File: src/assert_macros.svh
// Assertion helpers shared by the RTL. All checks sample on the rising edge of
// clock and are switched off while reset is high.
`ifndef ASSERT_MACROS_SVH
`define ASSERT_MACROS_SVH

// Check a property on every rising clock edge outside reset.
`define ASSERT_CLOCKED(label, prop, msg) \
   label: assert property (@(posedge clock) disable iff (reset) (prop)) else $error(msg);

// Check that the consequent holds in the cycle after the antecedent.
`define ASSERT_NEXT(label, ante, cons, msg) \
   `ASSERT_CLOCKED(label, (ante) |=> (cons), msg)

`endif

File: src/ppidc_pkg.sv
package ppidc_pkg;

   // default parameter values
   localparam int SAMPLE_WIDTH   = 16;
   localparam int GAIN_FRAC_BITS = 16;

   // fixed field widths
   localparam int GAIN_WIDTH      = 32;
   localparam int LIMIT_WIDTH     = 16;
   localparam int DRIVE_WIDTH     = 40;
   localparam int CSR_INDEX_WIDTH = 2;
   localparam int CSR_DATA_WIDTH  = 32;

   // wide working width for the products and the sums built from them
   localparam int ACC_WIDTH      = 64;
   localparam int PROD_EXT_WIDTH = 72;
   localparam int PROD_CAP_LOG2  = 60;

   localparam logic signed [PROD_EXT_WIDTH-1:0] PROD_CAP =
      PROD_EXT_WIDTH'(1) << PROD_CAP_LOG2;

   localparam logic signed [ACC_WIDTH-1:0] DRIVE_MAX =
      (ACC_WIDTH'(1) << (DRIVE_WIDTH - 1)) - ACC_WIDTH'(1);
   localparam logic signed [ACC_WIDTH-1:0] DRIVE_MIN =
      -(ACC_WIDTH'(1) << (DRIVE_WIDTH - 1));

   typedef enum logic [CSR_INDEX_WIDTH-1:0] {
      CSR_KP_GAIN,
      CSR_KI_GAIN,
      CSR_KD_GAIN,
      CSR_INTEGRAL_LIMIT
   } csr_index_type;

   typedef struct packed {
      logic signed [GAIN_WIDTH-1:0] kp;
      logic signed [GAIN_WIDTH-1:0] ki;
      logic signed [GAIN_WIDTH-1:0] kd;
      logic [LIMIT_WIDTH-1:0]       limit;
   } gains_type;

   // Saturate a sign-extended product to +/- 2^60.
   function automatic logic signed [ACC_WIDTH-1:0] sat_prod(
      input logic signed [PROD_EXT_WIDTH-1:0] p
   );
      logic signed [PROD_EXT_WIDTH-1:0] r;
      if (p > PROD_CAP) begin
         r = PROD_CAP;
      end else if (p < -PROD_CAP) begin
         r = -PROD_CAP;
      end else begin
         r = p;
      end
      return ACC_WIDTH'(r);
   endfunction

endpackage

File: src/ppidc_csr.sv
module ppidc_csr (
   input  logic                                      clock,
   input  logic                                      reset,
   input  logic                                      csr_write_enable,
   input  logic [ppidc_pkg::CSR_INDEX_WIDTH-1:0]     csr_index,
   input  logic [ppidc_pkg::CSR_DATA_WIDTH-1:0]      csr_write_data,
   output ppidc_pkg::gains_type                      gains,
   output logic                                      state_clear
);

   ppidc_pkg::gains_type gains_ff;
   ppidc_pkg::gains_type gains_in;

   always_comb begin
      gains_in = gains_ff;
      if (csr_write_enable) begin
         unique case (ppidc_pkg::csr_index_type'(csr_index))
            ppidc_pkg::CSR_KP_GAIN: begin
               gains_in.kp = csr_write_data;
            end
            ppidc_pkg::CSR_KI_GAIN: begin
               gains_in.ki = csr_write_data;
            end
            ppidc_pkg::CSR_KD_GAIN: begin
               gains_in.kd = csr_write_data;
            end
            ppidc_pkg::CSR_INTEGRAL_LIMIT: begin
               gains_in.limit = csr_write_data[ppidc_pkg::LIMIT_WIDTH-1:0];
            end
         endcase
      end
   end

   always_ff @(posedge clock) begin
      if (reset) begin
         gains_ff <= '0;
      end else begin
         gains_ff <= gains_in;
      end
   end

   // every index in the 2-bit space names a register, so each write clears
   assign gains       = gains_ff;
   assign state_clear = csr_write_enable;

endmodule

File: config.mk
export PLATFORM = sky130hd
export DESIGN_NAME = ppidc_csr
export DESIGN_NICKNAME = d
export VERILOG_FILES = /design/src/assert_macros.svh /design/src/ppidc_pkg.sv /design/src/ppidc_csr.sv
export SDC_FILE = /design/constraint.sdc
export NUM_CORES = 1
export LEC_CHECK = 0
export ABC_CLOCK_PERIOD_IN_PS = 1900
export BUFFER_PORTS_ARGS = -buffer_cell sky130_fd_sc_hd__buf_2
export CAP_MARGIN = 10
export CORE_MARGIN = 4
export CORE_UTILIZATION = 54
export DETAILED_ROUTE_END_ITERATION = 16
export GPL_TIMING_DRIVEN = 0
export MAX_ROUTING_LAYER = met4
export PLACE_DENSITY = 0.85
export SLEW_MARGIN = 5
export SYNTH_ARGS = -nofsm -noshare
export SYNTH_HDL_FRONTEND = slang
export SYNTH_SLANG_ARGS = --single-unit
File: constraint.sdc
create_clock -name clock -period 1.9 [get_ports clock]
set_input_delay 0.38 -clock clock [delete_from_list [all_inputs] [get_ports clock]]
set_output_delay 0.38 -clock clock [all_outputs]
set_load 0.05 [all_outputs]
==> summary.md <==
| Metric | Value |
|---|---|
| Outcome | `finished clean` |
| Power Density | `815 nW/um^2` |
| DP HPWL | `7960 um` |
| Number of flip-flops in the largest register | `112` |
| HP Class | `in2reg` |
| F_max | `between 700 and 800 MHz` |
| Reg area | `2240 sq um` |
| Share of layout cells above drive strength 1 | `32.0%` |
| Ant diodes | `0` |
| RSZ-0062 raised after global routing | `false` |
| Die Ht | `99.2 um` |
| Area taken by multi-input logic gates | `2080 sq um` |
| Clock sinks | `112` |
| Critical path type | `reg2out` |
| Final min period | `~1.4 ns` |
| Initial DRC Count | `62` |
| Post-synth net total | `441` |
| Max incr delay on CP | `0.37 ns` |
| Vias per cell | `4.95` |
| Bufs on Longest Clock Path | `2` |
| Pre-CTS worst setup slack | `between 0.3 and 0.4 ns` |
| Leakage power | `slightly below 3 nW` |
| Buffers added on ports | `148` |
| Final core utilization | `67.9%` |
| Crit path max fanout | `2` |
| Root buf cell | `clkbuf_8` |
| CP Launch Point | `gains[53]$_SDFFE_PP0P_` |
| WP data arrival | `slightly above 1 ns` |
| Initial Utilization | `between 50% and 60%` |
| Slew Limit Fails | `0` |
| Final Hold Fails | `0` |
| Worst IR drop on VDD | `473 uV` |
| Final WL | `10600 um` |
| Post-CTS sizing | `0` |
| Overall Power | `roughly 0.0045 W` |
| CP Launch Type | `register` |
| Synth Instances | `slightly above 400` |
| Cell variety after synth | `12` |
| I/O pin total | `150` |
| Crit. path cell count | `1` |
| Die ar. | `approximately 9800 sq um` |
| WL per Instance | `roughly 16 um` |
| Nets | `600` |
| Core region area | `8180 sq um` |
| Synth warn | `0` |
| Total track usage | `22.3%` |
| WP buf/inv | `1` |
| Worst R2R Start | `gains[18]$_SDFFE_PP0P_` |
| Clock slew at reported path FFs | `about 0.11 ns` |
| Largest net degree at the start of global routing | `19` |
| Area Overhead vs Synth | `23.5%` |
| Skew final | `0 ns` |
| Normalized max-slew margin | `70.8%` |
| # setup viols final | `0` |
| Post-Syn Area per Cell | `11.1 sq um` |
| Worst-Skew Late Latency | `0.35 ns` |
| Post-DRT Antenna Nets | `0` |
| Hold buffers post-CTS | `0` |
| Number of global-route vias before repair | `3451` |
| Max cap viols | `0` |
| Sequential cell area fraction in the yosys report | `49.9%` |
| Via Count | `roughly 3300` |
| CP top delay family | `flip-flops` |
| R2R cell count | `2` |
| Slew @ Worst Pin | `0.438 ns` |
| Num rows | `33` |
| Pre-antenna DRT Iters | `4` |
| CTS tree | `built` |
| Setup TNS | `0 ns` |
| Hold depth | `3` |
| Slowest CP cell | `dfxtp_1` |
| Fill cells | `690` |
| Worst EP required | `1.52 ns` |
| Max H-tree Level | `3` |
| Setup crit end kind | `output port` |
| Flops & latches, synth | `112` |
| Mapped Area | `4490 sq um` |
| First-pass GRT wire length | `16900 um` |
| Setup Fix Bufs, Post-CTS | `0` |
| RePlAce Congestion | `0.786` |
| Period utilization | `72.9%` |
| Clock buffer count from CTS | `9` |
| Hold_sp | `csr_write_data[26]` |
| DRC viols | `0` |
| Die Span X | `99.2 um` |
| GRT Residual Overflow | `0` |
| Initial antenna violation count | `0` |
| PnR worst setup slack | `~0.5 ns` |
| Crit path cell chain | `buf_2` |
## through the flow
stage / hold slack [ns] / area [sq um] / cells
global route: 0.318 / 5550 / 673
CTS: 0.311 / 5550 / 673
detailed placement: 0.460 / 5370 / 657
global placement: 0.455 / 5370 / 657
floorplan: 0.578 / 4490 / 404
finish: 0.324 / 5550 / 673
## metal layers
metal	GRT usage (%)	vias up	share of wire [%]
li1	-	1643	-
met2	36.7	109	47
met5	-	-	0
met1	27.6	1559	46
met3	4.42	22	5.6
met4	7.56	0	1.8
## final timing paths
| path | slack (ns) | endpoint |
|---|---|---|
| hold / removal | 0.32 | gains[42]$_SDFFE_PP0P_ |
| setup reg to reg | 1.26 | gains[18]$_SDFFE_PP0P_ |
| setup / recovery | 0.51 | gains[53] |
| hold reg to reg | 0.48 | gains[14]$_SDFFE_PP0P_ |
## power by group
| group | internal (W) | switching (W) |
|---|---|---|
| Sequential | 0.00243 | 0.0000438 |
| Combinational | 0.000230 | 0.000501 |
| Clock | 0.000524 | 0.000793 |
## layout by cell type, fill, tap and decap left out
cell type	count
buf_6	3
and3b_2	1
clkinv_4	2
clkbuf_8	10
nand3b_1	2
clkbuf_1	15
clkinvlp_4	2
buf_4	9
mux2i_1	112
or3b_1	1
buf_2	152
inv_6	1
dfxtp_1	112
nand2b_1	144
nor3b_2	1
nand3_2	1
## layout make-up
type / instances / area share, %
Sequential cell: 112 / 40.4
Clock inverter: 5 / 0.744
Timing Repair Buffer: 148 / 13.3
Tap cell: 105 / 2.37
Buffer: 30 / 3.13
Clock buffer: 11 / 2.55
Multi-Input combinational cell: 262 / 37.5
## logic make-up after synthesis
group	count (synthesis)	synth area share, %
buf+inv	30	3.87
flops	112	49.9
mux	112	24.9
simple gates	150	21.3
## cell usage after synthesis
master	n	area (sq um)
mux2i_1	112	1120
and3b_2	1	10.0
nor3b_2	1	12.5
or3b_1	1	8.76
clkbuf_1	14	52.6
dfxtp_1	112	2240
buf_4	9	67.6
buf_2	4	20.0
nand2b_1	144	901
nand3_2	1	10.0
nand3b_1	2	15.0
buf_6	3	33.8
(Power assumes the default switching activity.)
