**src/assert_macros.svh**
```systemverilog
// Assertion helpers shared by the RTL. All checks sample on the rising edge of
// clock and are switched off while reset is high.
`ifndef ASSERT_MACROS_SVH
`define ASSERT_MACROS_SVH

// Check a property on every rising clock edge outside reset.
`define ASSERT_CLOCKED(label, prop, msg) \
   label: assert property (@(posedge clock) disable iff (reset) (prop)) else $error(msg);

// Check that the consequent holds in the cycle after the antecedent.
`define ASSERT_NEXT(label, ante, cons, msg) \
   `ASSERT_CLOCKED(label, (ante) |=> (cons), msg)

`endif

```
**src/ppidc_pkg.sv**
```systemverilog
package ppidc_pkg;

   // default parameter values
   localparam int SAMPLE_WIDTH   = 16;
   localparam int GAIN_FRAC_BITS = 16;

   // fixed field widths
   localparam int GAIN_WIDTH      = 32;
   localparam int LIMIT_WIDTH     = 16;
   localparam int DRIVE_WIDTH     = 40;
   localparam int CSR_INDEX_WIDTH = 2;
   localparam int CSR_DATA_WIDTH  = 32;

   // wide working width for the products and the sums built from them
   localparam int ACC_WIDTH      = 64;
   localparam int PROD_EXT_WIDTH = 72;
   localparam int PROD_CAP_LOG2  = 60;

   localparam logic signed [PROD_EXT_WIDTH-1:0] PROD_CAP =
      PROD_EXT_WIDTH'(1) << PROD_CAP_LOG2;

   localparam logic signed [ACC_WIDTH-1:0] DRIVE_MAX =
      (ACC_WIDTH'(1) << (DRIVE_WIDTH - 1)) - ACC_WIDTH'(1);
   localparam logic signed [ACC_WIDTH-1:0] DRIVE_MIN =
      -(ACC_WIDTH'(1) << (DRIVE_WIDTH - 1));

   typedef enum logic [CSR_INDEX_WIDTH-1:0] {
      CSR_KP_GAIN,
      CSR_KI_GAIN,
      CSR_KD_GAIN,
      CSR_INTEGRAL_LIMIT
   } csr_index_type;

   typedef struct packed {
      logic signed [GAIN_WIDTH-1:0] kp;
      logic signed [GAIN_WIDTH-1:0] ki;
      logic signed [GAIN_WIDTH-1:0] kd;
      logic [LIMIT_WIDTH-1:0]       limit;
   } gains_type;

   // Saturate a sign-extended product to +/- 2^60.
   function automatic logic signed [ACC_WIDTH-1:0] sat_prod(
      input logic signed [PROD_EXT_WIDTH-1:0] p
   );
      logic signed [PROD_EXT_WIDTH-1:0] r;
      if (p > PROD_CAP) begin
         r = PROD_CAP;
      end else if (p < -PROD_CAP) begin
         r = -PROD_CAP;
      end else begin
         r = p;
      end
      return ACC_WIDTH'(r);
   endfunction

endpackage

```
**src/ppidc_calc.sv**
```systemverilog
module ppidc_calc #(
   parameter int SAMPLE_WIDTH   = ppidc_pkg::SAMPLE_WIDTH,
   parameter int GAIN_FRAC_BITS = ppidc_pkg::GAIN_FRAC_BITS
) (
   input  ppidc_pkg::gains_type                                          gains,
   input  logic signed [SAMPLE_WIDTH:0]                                  err_value,
   input  logic signed [SAMPLE_WIDTH:0]                                  prev_error,
   input  logic signed [ppidc_pkg::LIMIT_WIDTH+GAIN_FRAC_BITS:0]         integral,
   output logic signed [ppidc_pkg::LIMIT_WIDTH+GAIN_FRAC_BITS:0]         integral_next,
   output logic signed [ppidc_pkg::DRIVE_WIDTH-1:0]                      drive_value,
   output logic                                                          integral_clamped
);

   localparam int ERR_W  = SAMPLE_WIDTH + 1;
   localparam int DIFF_W = SAMPLE_WIDTH + 2;
   localparam int INT_W  = ppidc_pkg::LIMIT_WIDTH + GAIN_FRAC_BITS + 1;
   localparam int ACC_W  = ppidc_pkg::ACC_WIDTH;
   localparam int EXT_W  = ppidc_pkg::PROD_EXT_WIDTH;
   localparam int PE_W   = ppidc_pkg::GAIN_WIDTH + ERR_W;
   localparam int PD_W   = ppidc_pkg::GAIN_WIDTH + DIFF_W;

   logic signed [DIFF_W-1:0] diff;
   logic signed [PE_W-1:0]   kp_prod;
   logic signed [PE_W-1:0]   ki_prod;
   logic signed [PD_W-1:0]   kd_prod;
   logic signed [ACC_W-1:0]  kp_term;
   logic signed [ACC_W-1:0]  ki_term;
   logic signed [ACC_W-1:0]  kd_term;
   logic signed [ACC_W-1:0]  limit_pos;
   logic signed [ACC_W-1:0]  limit_neg;
   logic signed [ACC_W-1:0]  sum_raw;
   logic signed [ACC_W-1:0]  sum_clamped;
   logic signed [ACC_W-1:0]  drive_raw;

   assign diff = DIFF_W'(err_value) - DIFF_W'(prev_error);

   // three independent products, each capped at +/- 2^60
   assign kp_prod = PE_W'(gains.kp) * PE_W'(err_value);
   assign ki_prod = PE_W'(gains.ki) * PE_W'(err_value);
   assign kd_prod = PD_W'(gains.kd) * PD_W'(diff);

   assign kp_term = ppidc_pkg::sat_prod(EXT_W'(kp_prod));
   assign ki_term = ppidc_pkg::sat_prod(EXT_W'(ki_prod));
   assign kd_term = ppidc_pkg::sat_prod(EXT_W'(kd_prod));

   assign limit_pos = ACC_W'(gains.limit) << GAIN_FRAC_BITS;
   assign limit_neg = -limit_pos;
   assign sum_raw   = ACC_W'(integral) + ki_term;

   always_comb begin
      sum_clamped      = sum_raw;
      integral_clamped = 1'b0;
      if (sum_raw > limit_pos) begin
         sum_clamped      = limit_pos;
         integral_clamped = 1'b1;
      end else if (sum_raw < limit_neg) begin
         sum_clamped      = limit_neg;
         integral_clamped = 1'b1;
      end
   end

   assign integral_next = INT_W'(sum_clamped);
   assign drive_raw     = kp_term + sum_clamped + kd_term;

   always_comb begin
      if (drive_raw > ppidc_pkg::DRIVE_MAX) begin
         drive_value = ppidc_pkg::DRIVE_WIDTH'(ppidc_pkg::DRIVE_MAX);
      end else if (drive_raw < ppidc_pkg::DRIVE_MIN) begin
         drive_value = ppidc_pkg::DRIVE_WIDTH'(ppidc_pkg::DRIVE_MIN);
      end else begin
         drive_value = ppidc_pkg::DRIVE_WIDTH'(drive_raw);
      end
   end

endmodule

```
**config.mk**
```make
export PLATFORM = sky130hd
export DESIGN_NAME = ppidc_calc
export DESIGN_NICKNAME = d
export VERILOG_FILES = /design/src/assert_macros.svh /design/src/ppidc_pkg.sv /design/src/ppidc_calc.sv
export SDC_FILE = /design/constraint.sdc
export NUM_CORES = 2
export LEC_CHECK = 0
export BUFFER_PORTS_ARGS = -buffer_cell sky130_fd_sc_hd__buf_2
export CORE_UTILIZATION = 60
export DETAILED_ROUTE_END_ITERATION = 12
export PLACE_DENSITY = 0.78
export SYNTH_ARGS = -nofsm -noshare
export SYNTH_HDL_FRONTEND = slang
export SYNTH_SLANG_ARGS = --single-unit
```
**constraint.sdc**
```tcl
create_clock -name vclk -period 31.2
set_input_delay 6.24 -clock vclk [all_inputs]
set_output_delay 6.24 -clock vclk [all_outputs]
set_load 0.05 [all_outputs]
```
==> run metrics <==
slowest stage cell, crit path=buf_2; most frequent CP cell=fa_1; grt met1 use=48.55%; Die ar.=between 0.1 and 0.15 sq mm; library cells used by synthesis=84; via count=between 50k and 60k; wirelength, routed=around 210 mm; Die Height=approximately 340 um; Core Box Area=0.1128 sq mm; max-slew violation count=0; Synthesized Nets=10.39k; most frequent cell after synthesis=inv_1; Port Buffers=about 250; drt pass-1 iters=9; Clock Buffer Count=0; Compound-Gate Fraction of Synth Area=9.452%; syn_area_per_cell=between 8 and 9 sq um; Max Fanout on Critical Path=43; Sequential Area=0 sq um; fin crit share=between 90% and 100%; Area Growth Syn to Fin=3.692%; post-route ant nets=0; GRT Max-Usage Layer=met2; std cell rows=about 120; CP delay by family, top=simple AND/OR/NAND/NOR gates; Buf/Inv on CP=8; mux share of post-synthesis cell area=less than 1%; critical path type=input pin to primary output; Initial Utilization=about three fifths; Worst Hold Depth=4; Crit. End Element=primary output; worst-margin pin slew=~1100 ps; hold path endpoint=integral_next[28]; simple-gate share of the synthesized area=between 10% and 20%; post-DP HPWL=176.2 mm; nets=10.34k; total global-route track usage=a little under two fifths; Slew Limit Headroom=between 20% and 30%; sequential area share after synthesis=0%; GP Congestion=1.012; I/O pin total=approximately 250; list of most frequent post-synthesis cells=1,728 x inv_1, 1,661 x fa_1, 1,145 x nand2_1, 598 x and2_1, 548 x ha_1; top cells by area, synth=fa_1 49%, ha_1 10%, inv_1 9.5%; cell taking the most area after synthesis=fa_1; total gr overflow=0; post-synth top area share=approximately half; # DRC=0; WP data arrival=roughly 24,000 ps; Final setup viols=0; drt initial violations=around 4.4k; Final Critical Period=30,350 ps; worst min-delay path class=input pin to primary output; Synth Instances=8,004; largest net degree at the start of global routing=54; adder-cell share of the synthesized area=approximately 59%; largest family of logic cells by synthesized area=adder cells; post-layout util=between 60 and 70%; synthesized cell area=~0.07 sq mm; Syn. warnings=0; worst path required time=around 25,000 ps; XOR/XNOR share of the synthesized area=between 3 and 4%; CP startpoint kind=input pin; share of cells above drive strength 1=approximately 4.6%; Max Cap Viol=0; met3 Resource Use GR=8.765%; Seq Cell Count=0; crit-path max cell delay=710 ps; vias per inst=5.881; initial antenna violation count=15; WL per Instance=21.88 um; die width=roughly 340 um; outcome=finished, final reports clean; Hold Violations, Final=0; Max Fclk=about 33 MHz; global-route wire length before repair=330.0 mm; vias in the first global route=about 60k; Hold Crit Start=gains[12]; met2 usage=between 50% and 60%
==> final cells by class <==
cell class,count,area (sq um)
multi-input combinational,5910,60840
fill,9517,41820
timing repair buffer,311,1739
inverter,1730,6494
antenna,16,40.04
tap,1500,1877
==> cells in the final DEF, fill, tap and decap left out, types with 9 or more instances in the layout <==
master	instances
nor2_1	217
nand2b_1	124
or2_2	9
o21ai_1	13
nand4_1	47
inv_1	1728
or3_1	33
nor2b_1	31
nand2_1	1145
o21a_1	36
o211ai_1	24
xor2_1	70
a211oi_1	35
buf_4	56
xnor2_2	9
and4_1	13
and2_1	598
a211o_1	18
o21ai_0	181
a31o_2	9
and3_1	37
xnor2_1	181
o21bai_1	54
fa_1	1661
nor4_1	21
nor3_1	51
ha_1	548
a21o_1	165
o31ai_1	11
diode_2	16
a21oi_1	338
a31oi_1	36
nand3_1	55
buf_2	248
==> metal layers <==
metal | vias to the layer above | part of all wire [%]
li1 | 24180 | -
met1 | 28240 | 38
met2 | 2731 | 46
met4 | 4 | 4.8
met3 | 513 | 11
met5 | - | 0.016
==> per-stage QoR <==
| stage | cell area, sq um | hold WS, ps | setup slack (ps) | setup TNS, ps | std cells |
|---|---|---|---|---|---|
| 2_1_floorplan | 68460 | 12860 | 2317 | 0 | 8004 |
| 3_3_place_gp | 70910 | 13060 | 1365 | 0 | 9450 |
| 3_5_place_dp | 70910 | 13070 | 1013 | 0 | 9450 |
| 4_1_cts | 70910 | 13070 | 869.2 | 0 | 9450 |
| 5_1_grt | 70970 | 13100 | -4.450 | -4.450 | 9460 |
| 6_report | 70990 | 13070 | 846.5 | 0 | 9467 |
==> worst max-delay path by stage <==
| stage | end | startpoint | cells past startpoint | slack (ps) |
|---|---|---|---|---|
| 3_5_place_dp | drive_value[20] | err_value[3] | 60 | 1010 |
| 2_1_floorplan | drive_value[20] | err_value[8] | 63 | 2320 |
| 3_3_place_gp | drive_value[15] | err_value[3] | 60 | 1360 |
| 4_1_cts | drive_value[20] | err_value[3] | 60 | 870 |
| 5_1_grt | drive_value[20] | err_value[7] | 66 | -4 |
| 6_report | drive_value[20] | err_value[12] | 58 | 850 |
==> logic make-up after synthesis <==
group | count (synthesis)
and+or+nand+nor | 2411
AOI/OAI and AO/OA | 1021
xor gates and xnor gates | 266
adders and majority gates | 2209
muxes | 2
buffers and inverters | 2095
==> repair_timing <==
action	4_1_cts	5_1_grt
buffers inserted	0	0
hold buffers	0	0
resized for setup	0	8
setup endpoints to repair	0	39
