**src/assert_macros.svh**
```systemverilog
// Assertion helpers shared by the RTL. All checks sample on the rising edge of
// clock and are switched off while reset is high.
`ifndef ASSERT_MACROS_SVH
`define ASSERT_MACROS_SVH

// Check a property on every rising clock edge outside reset.
`define ASSERT_CLOCKED(label, prop, msg) \
   label: assert property (@(posedge clock) disable iff (reset) (prop)) else $error(msg);

// Check that the consequent holds in the cycle after the antecedent.
`define ASSERT_NEXT(label, ante, cons, msg) \
   `ASSERT_CLOCKED(label, (ante) |=> (cons), msg)

`endif

```
**src/ppidc_pkg.sv**
```systemverilog
package ppidc_pkg;

   // default parameter values
   localparam int SAMPLE_WIDTH   = 16;
   localparam int GAIN_FRAC_BITS = 16;

   // fixed field widths
   localparam int GAIN_WIDTH      = 32;
   localparam int LIMIT_WIDTH     = 16;
   localparam int DRIVE_WIDTH     = 40;
   localparam int CSR_INDEX_WIDTH = 2;
   localparam int CSR_DATA_WIDTH  = 32;

   // wide working width for the products and the sums built from them
   localparam int ACC_WIDTH      = 64;
   localparam int PROD_EXT_WIDTH = 72;
   localparam int PROD_CAP_LOG2  = 60;

   localparam logic signed [PROD_EXT_WIDTH-1:0] PROD_CAP =
      PROD_EXT_WIDTH'(1) << PROD_CAP_LOG2;

   localparam logic signed [ACC_WIDTH-1:0] DRIVE_MAX =
      (ACC_WIDTH'(1) << (DRIVE_WIDTH - 1)) - ACC_WIDTH'(1);
   localparam logic signed [ACC_WIDTH-1:0] DRIVE_MIN =
      -(ACC_WIDTH'(1) << (DRIVE_WIDTH - 1));

   typedef enum logic [CSR_INDEX_WIDTH-1:0] {
      CSR_KP_GAIN,
      CSR_KI_GAIN,
      CSR_KD_GAIN,
      CSR_INTEGRAL_LIMIT
   } csr_index_type;

   typedef struct packed {
      logic signed [GAIN_WIDTH-1:0] kp;
      logic signed [GAIN_WIDTH-1:0] ki;
      logic signed [GAIN_WIDTH-1:0] kd;
      logic [LIMIT_WIDTH-1:0]       limit;
   } gains_type;

   // Saturate a sign-extended product to +/- 2^60.
   function automatic logic signed [ACC_WIDTH-1:0] sat_prod(
      input logic signed [PROD_EXT_WIDTH-1:0] p
   );
      logic signed [PROD_EXT_WIDTH-1:0] r;
      if (p > PROD_CAP) begin
         r = PROD_CAP;
      end else if (p < -PROD_CAP) begin
         r = -PROD_CAP;
      end else begin
         r = p;
      end
      return ACC_WIDTH'(r);
   endfunction

endpackage

```
**src/ppidc_err_stage.sv**
```systemverilog
module ppidc_err_stage #(
   parameter int SAMPLE_WIDTH = ppidc_pkg::SAMPLE_WIDTH
) (
   input  logic                           clock,
   input  logic                           reset,
   input  logic                           req_valid,
   output logic                           req_ready,
   input  logic signed [SAMPLE_WIDTH-1:0] req_measured_value,
   input  logic signed [SAMPLE_WIDTH-1:0] req_target_value,
   input  logic                           advance,
   output logic                           err_valid,
   output logic signed [SAMPLE_WIDTH:0]   err_value
);

   logic                         valid_ff;
   logic                         valid_in;
   logic signed [SAMPLE_WIDTH:0] err_ff;
   logic signed [SAMPLE_WIDTH:0] err_in;
   logic                         accept;

   assign req_ready = !valid_ff || advance;
   assign accept    = req_valid && req_ready;

   // widen by one bit so the difference never wraps
   assign err_in = (SAMPLE_WIDTH + 1)'(req_target_value)
                 - (SAMPLE_WIDTH + 1)'(req_measured_value);

   always_comb begin
      valid_in = valid_ff;
      if (accept) begin
         valid_in = 1'b1;
      end else if (advance) begin
         valid_in = 1'b0;
      end
   end

   always_ff @(posedge clock) begin
      if (reset) begin
         valid_ff <= 1'b0;
      end else begin
         valid_ff <= valid_in;
      end
   end

   always_ff @(posedge clock) begin
      if (accept) begin
         err_ff <= err_in;
      end
   end

   assign err_valid = valid_ff;
   assign err_value = err_ff;

endmodule

```
**config.mk**
```make
export PLATFORM = sky130hd
export DESIGN_NAME = ppidc_err_stage
export DESIGN_NICKNAME = d
export VERILOG_FILES = /design/src/assert_macros.svh /design/src/ppidc_pkg.sv /design/src/ppidc_err_stage.sv
export SDC_FILE = /design/constraint.sdc
export NUM_CORES = 1
export LEC_CHECK = 0
export BUFFER_PORTS_ARGS = -buffer_cell sky130_fd_sc_hd__buf_2
export CAP_MARGIN = 10
export CORE_ASPECT_RATIO = 1.75
export CORE_MARGIN = 1.5
export CORE_UTILIZATION = 49
export DETAILED_ROUTE_END_ITERATION = 10
export GPL_ROUTABILITY_DRIVEN = 0
export PLACE_DENSITY = 0.8
export SLEW_MARGIN = 10
export SYNTH_ARGS = -nofsm -noshare
export SYNTH_HDL_FRONTEND = slang
export SYNTH_SLANG_ARGS = --single-unit
```
**constraint.sdc**
```tcl
create_clock -name clock -period 2.3 [get_ports clock]
set_input_delay 0 -clock clock [delete_from_list [all_inputs] [get_ports clock]]
set_output_delay 0 -clock clock [all_outputs]
set_load 0.05 [all_outputs]
```
==> reports/metrics.yaml, run 1 <==
place_hpwl_um: 2410
ctsResizeCount: 0
wl_um: 2880
rsz0062_at_grt: "no"
p_leak_nw: 0.885
yosysSeqAreaShare_pct: 36.4
synth_top_cell_by_area: "edfxtp_1"
die_height_um: 75.2
dp_slack_ns: 0.225
ys_top_cells_by_count: "inv_1, edfxtp_1, ha_1"
peakVddDrop_mv: 0.267
synthToLayoutAreaGrowth_pct: 25.1
setup.worst_path.start: "req_measured_value[0]"
tightest_slew_ns: 0.725
worstPathRequired_ns: 2.30
initial_core_util_pct: 50.9
wl_per_cell_um: 11.7
drtIter0Drc: 16
num-nets-final: 272
numCtsBuffers: 3
final_util_pct: 63.7
antenna_found_initial: 0
cts-root-buf: "clkbuf_8"
routed-via-count: 1330
syn_inst: 161
row_count: 26
finalHoldViolations: 0
ios: 55
r2r_setup_slack_ns: 0.92
ys.warnings.count: 0
cp_max_fo: 4
tritoncts: "done"
synth.most_common_cell: "inv_1"
cp_top_family: "adder cells"
start_kind: "input port"
numPortBuffers: 54
sw_frac_of_total_pct: 36.2
critPathKind: "in2reg"
grt_usage_pct: 17.8
diodes: 0
ys.flop_type: "edfxtp_1"
fin_crit_ns: 1.78
pwr-share-comb_pct: 40.4
synthDistinctLibCells: 40
critPathMaxStageDelay_ns: 0.41
grt_pass1_vias: 1123
drc: 0
synth-edff-count: 17
fin_skew_ns: 0.00286
ant_nets: 0
drv_slew: 0
crit_chain: "buf_2 > ha_1 > fa_1 > and2b_1 > o2111ai_1 > a21oi_1 > mux2i_1 > nand3_1"
die_area_um2: 3320
cp.buffers_inverters: 1
finalSetupViolations: 0
endpoint_kind: "register"
netlist.area_leader.share_pct: 35.0
synth-seq-cells: 18
r2r_start: "err_valid$_SDFFE_PP0P_"
clk_pin_slew_worst_paths_ns: 0.07
p_int_w: 0.000722
drive_above_1_share_pct: 27.5
post-route-period-util_pct: 77.2
core_area_um2: 2860
first_pass_iters: 4
setup_tns_ns: 0
status: "complete, no violations"
viasPerCell: 5.41
drv_cap: 0
rr_endpoint: "err_value[4]$_DFFE_PP_"
synth.area.top_cells: "edfxtp_1, ha_1, inv_1"
cp.arrival_ns: 1.77
p_switching_w: 0.000410
endpoint: "err_value[12]$_DFFE_PP_"
cts.sinks: 18
grt_overflow_total: 0
hold_path.class: "in2reg"
cp_slowest_cell: "fa_1"
pwr-share-seq_pct: 37.4
synth_fp_nets: 214
cp.depth: 8
synthArstFlopShare_pct: 0
synth_area_um2: 1460
clock_path_buffers: 2
layout_setup_ws_ns: 0.524
reg2reg_depth: 2
relSlewSlack_pct: 51.7
p_clk_share_pct: 22.1
htreeDepth: 1
clkLatencyLatePin_ns: 0.25
fillers: 256
avgSynthCellArea_um2: 9.05
timing.fmax_mhz: 563
grt_pass1_wl_um: 4460
fp.dieW_um: 44.2
grt_max_degree: 18
p_per_area_nw_per_um2: 621
[kinds of logic after synthesis]
family          after synthesis  synth area share (%)
simple gates                 50                  17.2
compound gates               39                  17.5
buf+inv                      26                  6.95
flops                        18                  36.4
fa+ha+maj                    17                  15.1
xor+xnor                      8                  4.81
mux                           3                  2.06
[how the worst min path moves through the flow]
stage	startpoint	endpoint	slack, ns	depth (start not counted)
after global routing	req_measured_value[0]	err_value[0]$_DFFE_PP_	0.17	3
after global placement	reset	err_valid$_SDFFE_PP0P_	0.16	2
final	req_measured_value[0]	err_value[0]$_DFFE_PP_	0.16	3
after detailed placement	reset	err_valid$_SDFFE_PP0P_	0.16	2
after floorplan	reset	err_valid$_SDFFE_PP0P_	0.07	1
after CTS	req_measured_value[0]	err_value[0]$_DFFE_PP_	0.16	3
[layout by cell type (no fill, tap or decap), types with 2 or more instances in the layout]
master,synthesis,layout
buf_2,2,54
inv_1,23,23
edfxtp_1,17,17
ha_1,16,16
nand2_1,13,13
a21oi_1,12,12
nor2_1,12,12
xnor2_1,6,6
nor3_1,5,5
nand2b_1,4,4
nand3_1,4,4
a211oi_1,4,4
o21ai_0,4,4
clkbuf_8,0,4
o211ai_1,3,3
mux2i_1,3,3
nor2b_1,3,3
and2_1,2,2
a21o_1,2,2
a21boi_1,2,2
a221oi_1,2,2
xor2_1,2,2
o21ai_1,2,2
dlygate4sd3_1,0,2
[state kept, by name, summed over array words and instances, names as in the netlist]
register	flops
err_valid	1
err_value	17
[layout make-up]
type | count | area (µm²) | area share (%)
clock buffer | 4 | 55.1 | 3.02
inverter | 23 | 86.3 | 4.74
multi-input combinational | 117 | 826 | 45.3
sequential | 18 | 531 | 29.1
tap | 28 | 35.0 | 1.92
timing repair buffer | 56 | 290 | 15.9
[power by group through the flow]
| stage | clock (W) | sequential [W] | combinational, W |
|---|---|---|---|
| CTS | 0.000254 | 0.000425 | 0.000460 |
| global route | 0.000264 | 0.000427 | 0.000498 |
| finish | 0.000251 | 0.000424 | 0.000458 |
| detailed placement | 0 | 0.000431 | 0.000456 |
| global placement | 0 | 0.000431 | 0.000447 |
| floorplan | 0 | 0.000569 | 0.000213 |
[stage by stage]
step	hold WS, ns	total power, W	cell area (µm²)	instances
floorplan	0.0691	0.000782	1460	161
global placement	0.160	0.000878	1750	240
detailed placement	0.160	0.000887	1750	240
CTS	0.156	0.00114	1820	246
global route	0.172	0.00119	1820	246
finish	0.157	0.00113	1820	246
[tightest hold or removal path, cell delays in order]
cell and delay [ns]:
buf_2 0.09, ha_1 0.13, inv_1 0.03
[layer usage]
layer	global-route usage [%]	up-vias	part of all wire (%)
li1	-	691	-
met1	18.9	592	40
met2	34.5	42	55
met3	0.719	5	3.2
met4	8.42	0	1.7
met5	0	-	0
[what timing repair did]
item | in CTS | in global routing
setup buffers | 0 | 0
hold buffers | 2 | 0
hold endpoints to repair | 1 | 0
No activity file was read; power rests on OpenSTA's default activity.
==> run 2, diff against run 1 <==
Settings changed: CORE_UTILIZATION 49 to 44, PLACE_DENSITY 0.8 to 0.76.
Clock period 2.3 ns to 1.6 ns, I/O delays scaled along.
==> run 2 against run 1 <==
- non-clock buffer count grew 19
- combinational power grew 64%
- critical path depth grew 1
- core utilization grew 2.5 points
- clock power grew 46%
- routed wire length grew 11%
- register-to-register slack lost 0.47 ns
- power grew 53%
==> reports/metrics.yaml, run 2 (synthesis results as in run 1) <==
ant_nets: 0  # unchanged
p_leak_nw: 0.991  # +12%
p_per_area_nw_per_um2: 831  # +34%
numPortBuffers: 54  # unchanged
start_kind: "input port"
timing.fmax_mhz: 653
peakVddDrop_mv: 0.409  # +53%
tightest_slew_ns: 0.397  # -0.328 ns
synthToLayoutAreaGrowth_pct: 42.7
drc: 0  # unchanged
cts.sinks: 18  # unchanged
finalSetupViolations: 0  # unchanged
drv_slew: 0  # unchanged
row_count: 27  # +3.8%
first_pass_iters: 4  # unchanged
viasPerCell: 5.03  # -6.9%
fillers: 263  # +2.7%
relSlewSlack_pct: 73.4  # +22 points
tritoncts: "done"
largest_reg_flops: 17  # unchanged
antenna_found_initial: 0  # unchanged
fin_skew_ns: 0.000531  # -0.00233 ns
fp.dieW_um: 46.5  # +5.2%
wl_per_cell_um: 11.4  # -2.8%
core_area_um2: 3140  # +9.7%
grt_max_degree: 18  # unchanged
whs_ns: 0.119  # -0.0381 ns
die_height_um: 79.1  # +5.3%
endpoint_kind: "register"
fin_crit_ns: 1.53
cts-root-buf: "clkbuf_8"
final_common_cell: "buf_2"
cp_slowest_cell: "fa_2"
layout_common_cells: "buf_2, inv_1, buf_4"
cp.buffers_inverters: 2  # +1
hold_path.class: "in2reg"
drtIter0Drc: 14  # -2
initial_core_util_pct: 46.4  # -4.5 points
clk_pin_slew_worst_paths_ns: 0.07  # about the same
layout_setup_ws_ns: 0.0697  # -0.454 ns
worstPathRequired_ns: 1.60  # -0.70 ns
cp.arrival_ns: 1.53  # -0.24 ns
cp_top_family: "adder cells"
grt_usage_pct: 18.5  # +0.73 points
grt_overflow_total: 0  # unchanged
htreeDepth: 1  # unchanged
finalHoldViolations: 0  # unchanged
place_hpwl_um: 2530  # +5.3%
drv_cap: 0  # unchanged
numCtsBuffers: 3  # unchanged
clkLatencyLatePin_ns: 0.25  # about the same
die_area_um2: 3680  # +11%
final_util_pct: 66.2  # +2.5 points
clock_path_buffers: 2  # unchanged
grt_pass1_wl_um: 5130  # +15%
grt_pass1_vias: 1302  # +16%
post-route-period-util_pct: 95.6
drive_above_1_share_pct: 38.4  # +11 points
ios: 55  # unchanged
wl_um: 3190  # +11%
num-nets-final: 291  # +7.0%
dp_slack_ns: -0.288  # -0.513 ns
critPathKind: "in2reg"
rsz0062_at_grt: "yes"
crit_chain: "buf_8 > inv_8 > ha_4 > fa_2 > and2b_2 > o2111ai_4 > a21oi_4 > mux2i_1 > nand3_1"
cp_max_fo: 4  # unchanged
r2r_setup_slack_ns: 0.45  # -0.47 ns
routed-via-count: 1409  # +5.9%
critPathMaxStageDelay_ns: 0.35  # -0.06 ns
diodes: 0  # unchanged
status: "complete, no violations"
-- run 2: layout make-up --
| type | count | area, µm² | share of cell area, % |
|---|---|---|---|
| inverters | 23 | 93.8 | 4.51 |
| well taps | 43 | 53.8 | 2.59 |
| clock buffers | 4 | 55.1 | 2.65 |
| repair buffers | 75 | 449 | 21.6 |
| multi-input cells | 117 | 897 | 43.1 |
| flip-flops and latches | 18 | 532 | 25.6 |
-- run 2: stage by stage --
stage | std cells | TNS, ns | cell area, µm² | total power [W]
floorplan | 161 | -0.0182 | 1510 | 0.00114
global placement | 272 | -1.08 | 1940 | 0.00133
detailed placement | 272 | -1.28 | 1940 | 0.00134
CTS | 278 | 0 | 2040 | 0.00172
global route | 280 | -0.0123 | 2080 | 0.00183
finish | 280 | 0 | 2080 | 0.00173
-- run 2: final timing paths --
path,from,to,cells past startpoint
setup reg to reg,err_valid$_SDFFE_PP0P_,err_value[5]$_DFFE_PP_,2
hold reg to reg,err_valid$_SDFFE_PP0P_,err_value[0]$_DFFE_PP_,2
hold / removal,req_measured_value[0],err_value[0]$_DFFE_PP_,3
setup / recovery,req_target_value[0],err_value[12]$_DFFE_PP_,9
-- run 2: power by group --
group,internal (W),switching (W),leakage [nW]
sequential,0.000597,0.0000130,0.173
clock,0.000218,0.000149,0.0288
combinational,0.000286,0.000467,0.789
-- run 2: worst min-delay path, cell delays in order --
cell	delay (ns)
buf_6	0.07
ha_4	0.11
inv_1	0.03
-- run 2: what timing repair did --
item / 4_1_cts / 5_1_grt
gates resized for setup: 2 / 7
hold buffers: 2 / 0
pin swaps: 1 / 5
endpoints found under the hold margin: 1 / 0
setup endpoints to repair: 1 / 5
setup buffers: 0 / 2
-- run 2: per-layer routing --
metal / share of wire, % / track usage (%)
met5: 0 / 0
met4: 3.6 / 10.6
met3: 4.0 / 0.909
met2: 53 / 33.5
met1: 39 / 19.6
